### src/design/pivc_pkg.sv
// Shared types and constants of the incremental PI velocity controller.
package pivc_pkg;

  // Widths fixed by the register map
  localparam int GAIN_W    = 16;
  localparam int LIMIT_W   = 32;
  localparam int DRIVE_W   = 32;
  localparam int CFG_IDX_W = 3;
  localparam int CFG_DATA_W = 32;

  // Register indexes on the configuration port
  localparam logic [CFG_IDX_W-1:0] CFG_KP          = 3'd0;
  localparam logic [CFG_IDX_W-1:0] CFG_KI_PERIOD   = 3'd1;
  localparam logic [CFG_IDX_W-1:0] CFG_SAT_MODE    = 3'd2;
  localparam logic [CFG_IDX_W-1:0] CFG_UPPER_LIMIT = 3'd3;
  localparam logic [CFG_IDX_W-1:0] CFG_LOWER_LIMIT = 3'd4;

  // Limit stage modes; the unused code behaves as no limit
  typedef enum logic [1:0] {
    SAT_NONE  = 2'd0,
    SAT_WRAP  = 2'd1,
    SAT_CLAMP = 2'd2
  } sat_mode_t;

  // Register file contents as seen by the datapath
  typedef struct packed {
    logic signed [GAIN_W-1:0]  kp;
    logic signed [GAIN_W-1:0]  ki_period;
    logic [1:0]                sat_mode;
    logic signed [LIMIT_W-1:0] upper_limit;
    logic signed [LIMIT_W-1:0] lower_limit;
  } pivc_cfg_t;

endpackage

### src/design/pivc_cfg_regs.sv
// Configuration register file of the PI velocity controller.
module pivc_cfg_regs (
  input  logic                              clk,
  input  logic                              rst_n,
  input  logic                              cfg_we,
  input  logic [pivc_pkg::CFG_IDX_W-1:0]    cfg_index,
  input  logic [pivc_pkg::CFG_DATA_W-1:0]   cfg_wdata,
  output pivc_pkg::pivc_cfg_t               cfg_o
);
  import pivc_pkg::*;

  pivc_cfg_t cfg_r;

  // Write one register per beat; unknown indexes are dropped
  always_ff @(posedge clk) begin
    if (!rst_n) begin
      cfg_r.kp          <= '0;
      cfg_r.ki_period   <= '0;
      cfg_r.sat_mode    <= SAT_NONE;
      cfg_r.upper_limit <= {1'b0, {(LIMIT_W-1){1'b1}}};
      cfg_r.lower_limit <= {1'b1, {(LIMIT_W-1){1'b0}}};
    end else if (cfg_we) begin
      case (cfg_index)
        CFG_KP:          cfg_r.kp          <= cfg_wdata[GAIN_W-1:0];
        CFG_KI_PERIOD:   cfg_r.ki_period   <= cfg_wdata[GAIN_W-1:0];
        CFG_SAT_MODE:    cfg_r.sat_mode    <= cfg_wdata[1:0];
        CFG_UPPER_LIMIT: cfg_r.upper_limit <= cfg_wdata[LIMIT_W-1:0];
        CFG_LOWER_LIMIT: cfg_r.lower_limit <= cfg_wdata[LIMIT_W-1:0];
        default: ;
      endcase
    end
  end

  assign cfg_o = cfg_r;

endmodule

### src/design/pivc_front.sv
// Input register, previous-error tracking and gain product stage.
module pivc_front #(
  parameter int ERROR_WIDTH = 16,
  parameter int KPE_W       = 32,
  parameter int DKE_W       = 33
) (
  input  logic                           clk,
  input  logic                           rst_n,
  input  pivc_pkg::pivc_cfg_t            cfg,
  input  logic                           in_valid,
  output logic                           in_ready,
  input  logic signed [ERROR_WIDTH-1:0]  in_err,
  output logic                           prod_valid,
  input  logic                           prod_ready,
  output logic signed [KPE_W-1:0]        kpe,
  output logic signed [DKE_W-1:0]        dke
);
  import pivc_pkg::*;

  logic                          s1_valid_r;
  logic signed [ERROR_WIDTH-1:0] s1_err_r;
  logic signed [ERROR_WIDTH-1:0] s1_prev_r;
  logic signed [ERROR_WIDTH-1:0] prev_err_r;
  logic                          s2_valid_r;
  logic signed [KPE_W-1:0]       kpe_r;
  logic signed [DKE_W-1:0]       dke_r;
  logic signed [GAIN_W:0]        gain_diff;
  logic signed [KPE_W-1:0]       kpe_nxt;
  logic signed [DKE_W-1:0]       dke_nxt;
  logic                          s1_ready;
  logic                          s2_ready;
  logic                          s1_load;
  logic                          s2_load;

  // Each stage advances when empty or when the next one takes its beat
  assign s2_ready = !s2_valid_r || prod_ready;
  assign s1_ready = !s1_valid_r || s2_ready;
  assign in_ready = s1_ready;
  assign s1_load  = in_valid && s1_ready;
  assign s2_load  = s1_valid_r && s2_ready;

  // Capture the sample and pair it with the error of the previous beat
  always_ff @(posedge clk) begin
    if (!rst_n) begin
      s1_valid_r <= 1'b0;
      prev_err_r <= '0;
    end else begin
      if (s1_ready) begin
        s1_valid_r <= in_valid;
      end
      if (s1_load) begin
        prev_err_r <= in_err;
      end
    end
  end

  always_ff @(posedge clk) begin
    if (s1_load) begin
      s1_err_r  <= in_err;
      s1_prev_r <= prev_err_r;
    end
  end

  // Form kp*e and (ki_period - kp)*e_prev
  always_comb begin
    gain_diff = (GAIN_W+1)'(cfg.ki_period) - (GAIN_W+1)'(cfg.kp);
    kpe_nxt   = KPE_W'(cfg.kp) * KPE_W'(s1_err_r);
    dke_nxt   = DKE_W'(gain_diff) * DKE_W'(s1_prev_r);
  end

  // Hold the products for the accumulate stage
  always_ff @(posedge clk) begin
    if (!rst_n) begin
      s2_valid_r <= 1'b0;
    end else if (s2_ready) begin
      s2_valid_r <= s1_valid_r;
    end
  end

  always_ff @(posedge clk) begin
    if (s2_load) begin
      kpe_r <= kpe_nxt;
      dke_r <= dke_nxt;
    end
  end

  assign prod_valid = s2_valid_r;
  assign kpe        = kpe_r;
  assign dke        = dke_r;

endmodule

### src/design/pivc_accum.sv
// Accumulate, limit and saturate stage with the drive output register.
module pivc_accum #(
  parameter int GAIN_FRAC_BITS = 12,
  parameter int ACC_WIDTH      = 32,
  parameter int KPE_W          = 32,
  parameter int DKE_W          = 33
) (
  input  logic                                clk,
  input  logic                                rst_n,
  input  pivc_pkg::pivc_cfg_t                 cfg,
  input  logic                                prod_valid,
  output logic                                prod_ready,
  input  logic signed [KPE_W-1:0]             kpe,
  input  logic signed [DKE_W-1:0]             dke,
  output logic                                out_valid,
  input  logic                                out_ready,
  output logic [pivc_pkg::DRIVE_W-1:0]        out_drive
);
  import pivc_pkg::*;

  localparam int PSUM_W = DKE_W + 1;
  localparam int MAX_W0 = (ACC_WIDTH > PSUM_W) ? ACC_WIDTH : PSUM_W;
  localparam int MAX_W1 = (MAX_W0 > LIMIT_W) ? MAX_W0 : LIMIT_W;
  localparam int SUM_W  = ((MAX_W1 > DRIVE_W) ? MAX_W1 : DRIVE_W) + 1;

  localparam logic signed [SUM_W-1:0] ACC_HI =
    (SUM_W'(1) <<< (ACC_WIDTH - 1)) - SUM_W'(1);
  localparam logic signed [SUM_W-1:0] ACC_LO = -ACC_HI - SUM_W'(1);

  logic signed [ACC_WIDTH-1:0] acc_r;
  logic                        out_valid_r;
  logic [DRIVE_W-1:0]          out_drive_r;
  logic signed [SUM_W-1:0]     psum;
  logic signed [SUM_W-1:0]     incr;
  logic signed [SUM_W-1:0]     raw;
  logic signed [SUM_W-1:0]     upper;
  logic signed [SUM_W-1:0]     lower;
  logic signed [SUM_W-1:0]     limited;
  logic signed [SUM_W-1:0]     clipped;
  logic                        take;

  assign prod_ready = !out_valid_r || out_ready;
  assign take       = prod_valid && prod_ready;

  // Scale the increment and add it to the accumulator at full precision
  always_comb begin
    psum  = SUM_W'(kpe) + SUM_W'(dke);
    incr  = psum >>> GAIN_FRAC_BITS;
    raw   = SUM_W'(acc_r) + incr;
    upper = SUM_W'(cfg.upper_limit);
    lower = SUM_W'(cfg.lower_limit);
  end

  // Apply the selected limit; the upper test wins when limits are inverted
  always_comb begin
    limited = raw;
    case (cfg.sat_mode)
      SAT_WRAP: begin
        if (raw > upper) begin
          limited = lower;
        end else if (raw < lower) begin
          limited = upper;
        end
      end
      SAT_CLAMP: begin
        if (raw > upper) begin
          limited = upper;
        end else if (raw < lower) begin
          limited = lower;
        end
      end
      default: limited = raw;
    endcase
  end

  // Saturate to the accumulator range
  always_comb begin
    if (limited > ACC_HI) begin
      clipped = ACC_HI;
    end else if (limited < ACC_LO) begin
      clipped = ACC_LO;
    end else begin
      clipped = limited;
    end
  end

  // Update the accumulator and hold the result until taken
  always_ff @(posedge clk) begin
    if (!rst_n) begin
      acc_r       <= '0;
      out_valid_r <= 1'b0;
    end else if (take) begin
      acc_r       <= clipped[ACC_WIDTH-1:0];
      out_valid_r <= 1'b1;
    end else if (out_ready) begin
      out_valid_r <= 1'b0;
    end
  end

  always_ff @(posedge clk) begin
    if (take) begin
      out_drive_r <= clipped[DRIVE_W-1:0];
    end
  end

  assign out_valid = out_valid_r;
  assign out_drive = out_drive_r;

endmodule

### src/design/pi_velocity_controller_saturating.sv
// Top level of the incremental PI velocity controller with output limit.
//
// Each error beat updates drive += (kp*e + (ki_period - kp)*e_prev) >>> GAIN_FRAC_BITS
// (gains signed Q4.12), then applies the limit stage chosen by sat_mode: none
// (saturate at the accumulator range), wrap to the opposite limit, or clamp.
// The block takes one beat per clock cycle when out_tready does not hold it back,
// and returns one drive beat for every error beat. Each beat passes the input
// register, the gain product register, then the accumulate/limit stage and its
// output register. The throughput of one beat per cycle is set by the accumulator
// feedback loop, which closes inside the last stage. Write configuration only
// while no beat is in flight.
module pi_velocity_controller_saturating #(
  parameter int ERROR_WIDTH    = 16,
  parameter int GAIN_FRAC_BITS = 12,
  parameter int ACC_WIDTH      = 32
) (
  input  logic                                  clk,
  input  logic                                  rst_n,
  // error_sample in the low ERROR_WIDTH bits, zero padded to whole bytes
  input  logic [((ERROR_WIDTH + 7) / 8) * 8-1:0] in_tdata,
  input  logic                                  in_tvalid,
  output logic                                  in_tready,
  // drive in bits 31:0
  output logic [pivc_pkg::DRIVE_W-1:0]          out_tdata,
  output logic                                  out_tvalid,
  input  logic                                  out_tready,
  input  logic                                  cfg_we,
  input  logic [pivc_pkg::CFG_IDX_W-1:0]        cfg_index,
  input  logic [pivc_pkg::CFG_DATA_W-1:0]       cfg_wdata
);
  import pivc_pkg::*;

  localparam int KPE_W = GAIN_W + ERROR_WIDTH;
  localparam int DKE_W = GAIN_W + 1 + ERROR_WIDTH;

  pivc_cfg_t               cfg;
  logic                    prod_valid;
  logic                    prod_ready;
  logic signed [KPE_W-1:0] kpe;
  logic signed [DKE_W-1:0] dke;

  pivc_cfg_regs u_cfg (
    .clk       (clk),
    .rst_n     (rst_n),
    .cfg_we    (cfg_we),
    .cfg_index (cfg_index),
    .cfg_wdata (cfg_wdata),
    .cfg_o     (cfg)
  );

  pivc_front #(
    .ERROR_WIDTH (ERROR_WIDTH),
    .KPE_W       (KPE_W),
    .DKE_W       (DKE_W)
  ) u_front (
    .clk        (clk),
    .rst_n      (rst_n),
    .cfg        (cfg),
    .in_valid   (in_tvalid),
    .in_ready   (in_tready),
    .in_err     (in_tdata[ERROR_WIDTH-1:0]),
    .prod_valid (prod_valid),
    .prod_ready (prod_ready),
    .kpe        (kpe),
    .dke        (dke)
  );

  pivc_accum #(
    .GAIN_FRAC_BITS (GAIN_FRAC_BITS),
    .ACC_WIDTH      (ACC_WIDTH),
    .KPE_W          (KPE_W),
    .DKE_W          (DKE_W)
  ) u_accum (
    .clk        (clk),
    .rst_n      (rst_n),
    .cfg        (cfg),
    .prod_valid (prod_valid),
    .prod_ready (prod_ready),
    .kpe        (kpe),
    .dke        (dke),
    .out_valid  (out_tvalid),
    .out_ready  (out_tready),
    .out_drive  (out_tdata)
  );

endmodule
### config.mk
export PLATFORM = sky130hd
export DESIGN_NAME = pi_velocity_controller_saturating
export DESIGN_NICKNAME = d
export VERILOG_FILES = /design/src/design/pivc_pkg.sv /design/src/design/pivc_cfg_regs.sv /design/src/design/pivc_front.sv /design/src/design/pivc_accum.sv /design/src/design/pi_velocity_controller_saturating.sv
export SDC_FILE = /design/constraint.sdc
export NUM_CORES = 2
export LEC_CHECK = 0
export BUFFER_PORTS_ARGS = -buffer_cell sky130_fd_sc_hd__buf_4
export CORE_MARGIN = 10
export CORE_UTILIZATION = 45
export CTS_BUF_LIST = sky130_fd_sc_hd__clkbuf_4 sky130_fd_sc_hd__clkbuf_8 sky130_fd_sc_hd__clkbuf_16
export DETAILED_ROUTE_END_ITERATION = 10
export MAX_ROUTING_LAYER = met4
export PLACE_DENSITY_LB_ADDON = 0.2
export SLEW_MARGIN = 20
export SYNTH_ARGS = -nofsm -noshare
export SYNTH_HDL_FRONTEND = slang
export SYNTH_HIERARCHICAL = 1
export SYNTH_SLANG_ARGS = --single-unit
### constraint.sdc
create_clock -name clk -period 21.5 [get_ports clk]
set_input_delay 4.3 -clock clk [delete_from_list [all_inputs] [get_ports clk]]
set_output_delay 4.3 -clock clk [all_outputs]
set_load 0.01 [all_outputs]
* Word level (Yosys, flattened, before mapping)
Index checks and enable logic that the tools add are counted.
** Storage, ports and cells
- Register bits after elaboration :: 278
- Bits of input ports :: 56
- Output and inout bits :: 34
** Cells by class
- $add $sub $neg :: 3
- Multipliers :: 2
- $lt $le $gt $ge :: 4
- Equality and inequality tests :: 6
- Multiplexer cells :: 9
- Reductions and logical operators :: 16
** Operators by type and width (count)
- 2-to-1 mux 35 bit :: 4
- case mux 35 bit (2 select lines) :: 1
- 2-to-1 mux 32 bit :: 2
- > comparator 35 x 32 -> 1 bit, second input constant :: 1
- less-than comparator 35 x 32 -> 1 bit, second input constant :: 1
- adder 32 x 33 -> 34 bit :: 1
- adder 32 x 22 -> 33 bit :: 1
- > comparator 33 x 32 -> 1 bit :: 1
- less-than comparator 33 x 32 -> 1 bit :: 1
- multiplier 17 x 16 -> 33 bit :: 1
- multiplier 16 x 16 -> 32 bit :: 1
- subtractor 16 x 16 -> 17 bit :: 1
- AND reduction 2 bit :: 5
- equality test 3 x 2 -> 1 bit, second input constant :: 2
- equality test 3 x 1 -> 1 bit, second input constant :: 1
- equality test 3 bit, second input constant :: 1
- logical AND 1 bit :: 3
- zero test 1 bit :: 3
- zero test 3 bit :: 1
- logical OR 1 bit :: 3
- equality test 2 x 1 -> 1 bit, second input constant :: 1
- equality test 2 bit, second input constant :: 1
- 2-to-1 mux 1 bit :: 2
- nonzero test 2 bit :: 1

* Depth between registers and ports, before layout
- Depth after elaboration :: 9
- Mapped depth :: 34
- Depth with buffers taken out :: 31

* By module
The synthesis kept the hierarchy.
** By module, submodules not included
- pivc_front :: times used 1, cells each 2609, area each 24982.7 um2
- pivc_accum :: times used 1, cells each 1144, area each 9228.9 um2
- pivc_cfg_regs :: times used 1, cells each 393, area each 3917.5 um2

* Worst setup path before layout
No wires, ideal clock.
- Kind :: in2out
- Start point :: in out_tready
- End point :: out in_tready
- Arrival :: 4782 ps
- Slack :: 12418 ps
- Stages :: 3
- Path through :: nand2b_1 nor2b_1 nand2_1
** Between the ends
- Cells in the longest elaborated chain, start to end :: 3
** Ends and longest elaborated chain
- from (decl) :: line pi_velocity_controller_saturating.sv:26 : input logic out_tready,
- logical OR 1 bit :: line pivc_accum.sv:42 : assign prod_ready = !out_valid_r || out_ready;
- logical OR 1 bit :: line pivc_front.sv:36 : assign s2_ready = !s2_valid_r || prod_ready;
- logical OR 1 bit :: line pivc_front.sv:37 : assign s1_ready = !s1_valid_r || s2_ready;
- to (decl) :: line pi_velocity_controller_saturating.sv:22 : output logic in_tready,
Every way passes these cells.

* Final worst setup path
- Start point :: in out_tready
- End point :: out in_tready
** Between the ends
- Cells in the longest elaborated chain, start to end :: 3
** Ends and longest elaborated chain
- logical OR 1 bit :: line pivc_accum.sv:42
- net prod_ready :: line pi_velocity_controller_saturating.sv:38 : logic prod_ready;
- logical OR 1 bit :: line pivc_front.sv:36
- logical OR 1 bit :: line pivc_front.sv:37
The timed path passes the listed nets, and every way through them passes these cells.

==> flow_summary.toml <==
[setup_path]
start_kind = "primary input"
timing.critical_path.slowest_cell_delay_ns = 0.32
timing.critical_path.mode_cell = "sky130_fd_sc_hd__buf_4"
critPathBufInv = 2
critPathArrivalTime_ns = 5.18
critical_path_class = "primary input to output pin"
crit_path_end_kind = "output pin"
crit_path_max_fanout = 4
cp.required_ns = 17.20
critical_path.slowest_cell = "sky130_fd_sc_hd__nor2b_1"
crit_chain = "buf_4, nand2b_1, nor2b_1, nand2_1, buf_4"
crit_family = "simple AND/OR/NAND/NOR gates"

[drt]
drt_iter0_markers = 1984
vias = 28860
detail_route.vias_per_cell = 5.444
drtPass1Iterations = 5
remaining_design_rule_violation_count = 0
postRouteAntennaNets = 0
drt_wl_total_mm = 106.8
wl_per_cell_um = 20.16

[sta]
timing.clock.skew_ns = 0.03980
finalSetupTns_ns = 0
setup_repair_after_global_routing_missed_its_margin = "false"
finalHoldViolCount = 0
timing.final.max_slew_violations = 0
fin_crit_ns = 9.481
peak_freq_mhz = 105.5
finalSetupViolCount = 0
max_slew.worst_pin.slew_ns = 1.234
max_slew_margin_pct = 16.66
finalCritPeriodShare_pct = 44.10

[final_layout]
layout.nets = 5053
postLayoutCellArea_um2 = 40940
post_route_cells_drive_above_1_share_pct = 6.887
final_antenna_diode_count = 0
syn2layout_area_growth_pct = 7.370

[clock_network]
cts_tree = "yes"
clk-insertion-delay-late_ns = 0.55
post-cts-setup-buffers = 0
tritoncts.num_buffers = 34
clockRootBuffer = "sky130_fd_sc_hd__clkbuf_16"
worst_setup_hold_path_clk_slew_ns = 0.06
post_cts_sizing_count = 0
ctsLongestPathBuffers = 3
cts_max_level = 2
cts_hold_buffers = 0
cts_num_sinks = 278

[yosys]
synth-simple-area-share_pct = 15.25
total_of_flip_flops_plus_latches_after_synthesis = 278
muxShareOfSynthArea_pct = 3.580
netlist.area_leader.share_pct = 28.35
synthesis.instances = 4146
synth.lib_cells_used.distinct = 99
post_synth_xor_area_fraction_pct = 2.711
synth_top_area_cell = "sky130_fd_sc_hd__fa_1"
synth_top_cells_by_area = "sky130_fd_sc_hd__fa_1, sky130_fd_sc_hd__ha_1, sky130_fd_sc_hd__edfxtp_1"
synth_fp_nets = 5057
synth_edf_count = 129
adder_cell_area_share_of_the_yosys_netlist_pct = 38.69
syn_avg_cell_area_um2 = 9.197
combinational_family_with_the_most_area_after_synthesis = "adder cells"
synth-compound-area-share_pct = 12.39
ys.warnings.count = 6
synth-async-reset-ratio_pct = 0
yosys_most_used_dff = "sky130_fd_sc_hd__dfxtp_1"
syn_area_um2 = 38130
yosysSeqAreaShare_pct = 17.98

[global_routing]
largest_net_degree_at_the_start_of_global_routing = 151
wire_length_of_the_first_global_routing_pass_mm = 169.7
grt_antenna_before_repair = 0
first_global_vias = 29580
groute.usage.overall_pct = 22.49
grt_overflow_total = 0

[outcome]
run_status = "completed"

[floorplan]
io_pins = 90
die_height_um = 311.1
rows = 106
width_of_the_chip_um = 311.1
core_box_area_um2 = 83820
fp.dieArea_um2 = 96770
effective_utilization_at_floorplan_pct = 45.49

[flow_run]
max_cap_viols = 0

[placement]
place.gp.congestion = 0.9396
port_buffers = 89
total_half_perimeter_wirelength_after_legalization_and_detailed_placement_mm = 85.05
dpl-instance-area_um2 = 39810

[hold_path]
hold_crit_class = "register to register"
==> per-layer routing <==
| metal | routed length (µm) | GRT usage [%] | up-vias |
|---|---|---|---|
| met1 | 47510 | 29.12 | 14380 |
| met2 | 50040 | 36.12 | 811 |
| li1 | - | - | 13480 |
| met3 | 5184 | 2.813 | 186 |
| met5 | 0 | - | - |
| met4 | 4114 | 7.821 | 0 |
==> worst reg2reg max path, delay by kind of cell, from the launching register on <==
kind                     cells  cell delay, ns
buffers and inverters        3            1.17
AND/OR/NAND/NOR             11            2.24
adder cells (fa/ha/maj)      3            0.96
flip-flops                   1            0.38
AO/OA/AOI/OAI               16            4.38
==> sequential cells by signal (all words and copies together), names as in the netlist <==
name,cells
u_accum/acc_r,32
u_accum/out_drive,32
u_accum/out_valid,1
u_cfg/cfg_o,98
u_front/dke,33
u_front/kpe,32
u_front/prev_err_r,16
u_front/prod_valid,1
u_front/s1_err_r,16
u_front/s1_prev_r,16
u_front/s1_valid_r,1
==> Yosys cell counts, types with 22 or more instances <==
cell and count:
sky130_fd_sc_hd__a21boi_0 27, sky130_fd_sc_hd__and3_1 26, sky130_fd_sc_hd__nand3_1 50, sky130_fd_sc_hd__nand2_1 538, sky130_fd_sc_hd__ha_1 315, sky130_fd_sc_hd__edfxtp_1 129, sky130_fd_sc_hd__a211oi_1 43, sky130_fd_sc_hd__o21ai_0 82
sky130_fd_sc_hd__nor2b_1 112, sky130_fd_sc_hd__nor3_1 36, sky130_fd_sc_hd__o21a_1 22, sky130_fd_sc_hd__xnor2_1 92, sky130_fd_sc_hd__nand4_1 24, sky130_fd_sc_hd__a21o_1 55, sky130_fd_sc_hd__buf_2 28, sky130_fd_sc_hd__and2_1 195
sky130_fd_sc_hd__xor2_1 26, sky130_fd_sc_hd__nor2_1 117, sky130_fd_sc_hd__fa_1 540, sky130_fd_sc_hd__dfxtp_1 149, sky130_fd_sc_hd__clkbuf_1 125, sky130_fd_sc_hd__a21oi_1 168, sky130_fd_sc_hd__nand2b_1 47, sky130_fd_sc_hd__mux2i_1 124
sky130_fd_sc_hd__inv_1 719
==> worst paths after layout <==
check	from	end	slack [ns]	cells after the start
setup reg to reg	u_front/dke[8]$_DFFE_PP_	u_accum/out_drive[28]$_DFFE_PP_	12.12	33
setup / recovery	out_tready	in_tready	12.02	5
hold / removal	u_front/prev_err_r[10]$_SDFFE_PN0P_	u_front/s1_prev_r[10]$_DFFE_PP_	0.43	0
hold reg to reg	u_front/prev_err_r[10]$_SDFFE_PN0P_	u_front/s1_prev_r[10]$_DFFE_PP_	0.43	0
==> placed cells by master, fill, tap and decap left out, drive strengths merged, types with 37 or more instances in the layout <==
cell type,instances
a211oi,44
a21o,55
a21oi,175
and2,195
buf,140
clkbuf,48
dfxtp,149
edfxtp,129
fa,540
ha,315
inv,723
mux2i,124
nand2,538
nand2b,47
nand3,50
nor2,118
nor2b,112
nor3,37
o21ai,105
xnor2,92
==> cell families (layout without fill, tap and decap cells) <==
| group | count (synthesis) | after routing |
|---|---|---|
| adders and majority gates | 855 | 855 |
| muxes | 134 | 134 |
| xor gates and xnor gates | 118 | 118 |
| and+or+nand+nor | 1197 | 1197 |
| DFF | 278 | 278 |
| buffers and inverters | 902 | 923 |
| AOI/OAI and AO/OA | 662 | 662 |
==> metrics by stage <==
stage               cells  worst slack [ns]  util (%)  hold slack [ns]
floorplan            4146             12.42         -           0.4081
global placement     5239             12.05     47.48           0.4159
detailed placement   5240             12.01     47.49           0.4139
CTS                  5301             12.02     48.84           0.4275
global route         5301             11.36     48.84           0.4338
finish               5301             12.02     48.84           0.4266
==> cell type report <==
type	instances	area [µm²]
Fill cell	8077	42880
Multi-Input combinational cell	2966	27770
Sequential cell	278	6857
Inverter	722	2710
Tap cell	1134	1419
Timing Repair Buffer	140	1052
Clock buffer	48	1022
Clock inverter	13	111.4
Power is left out: the tool's default activity adds up to more than one toggle a clock period on the data nets, which glitch-free logic cannot reach.
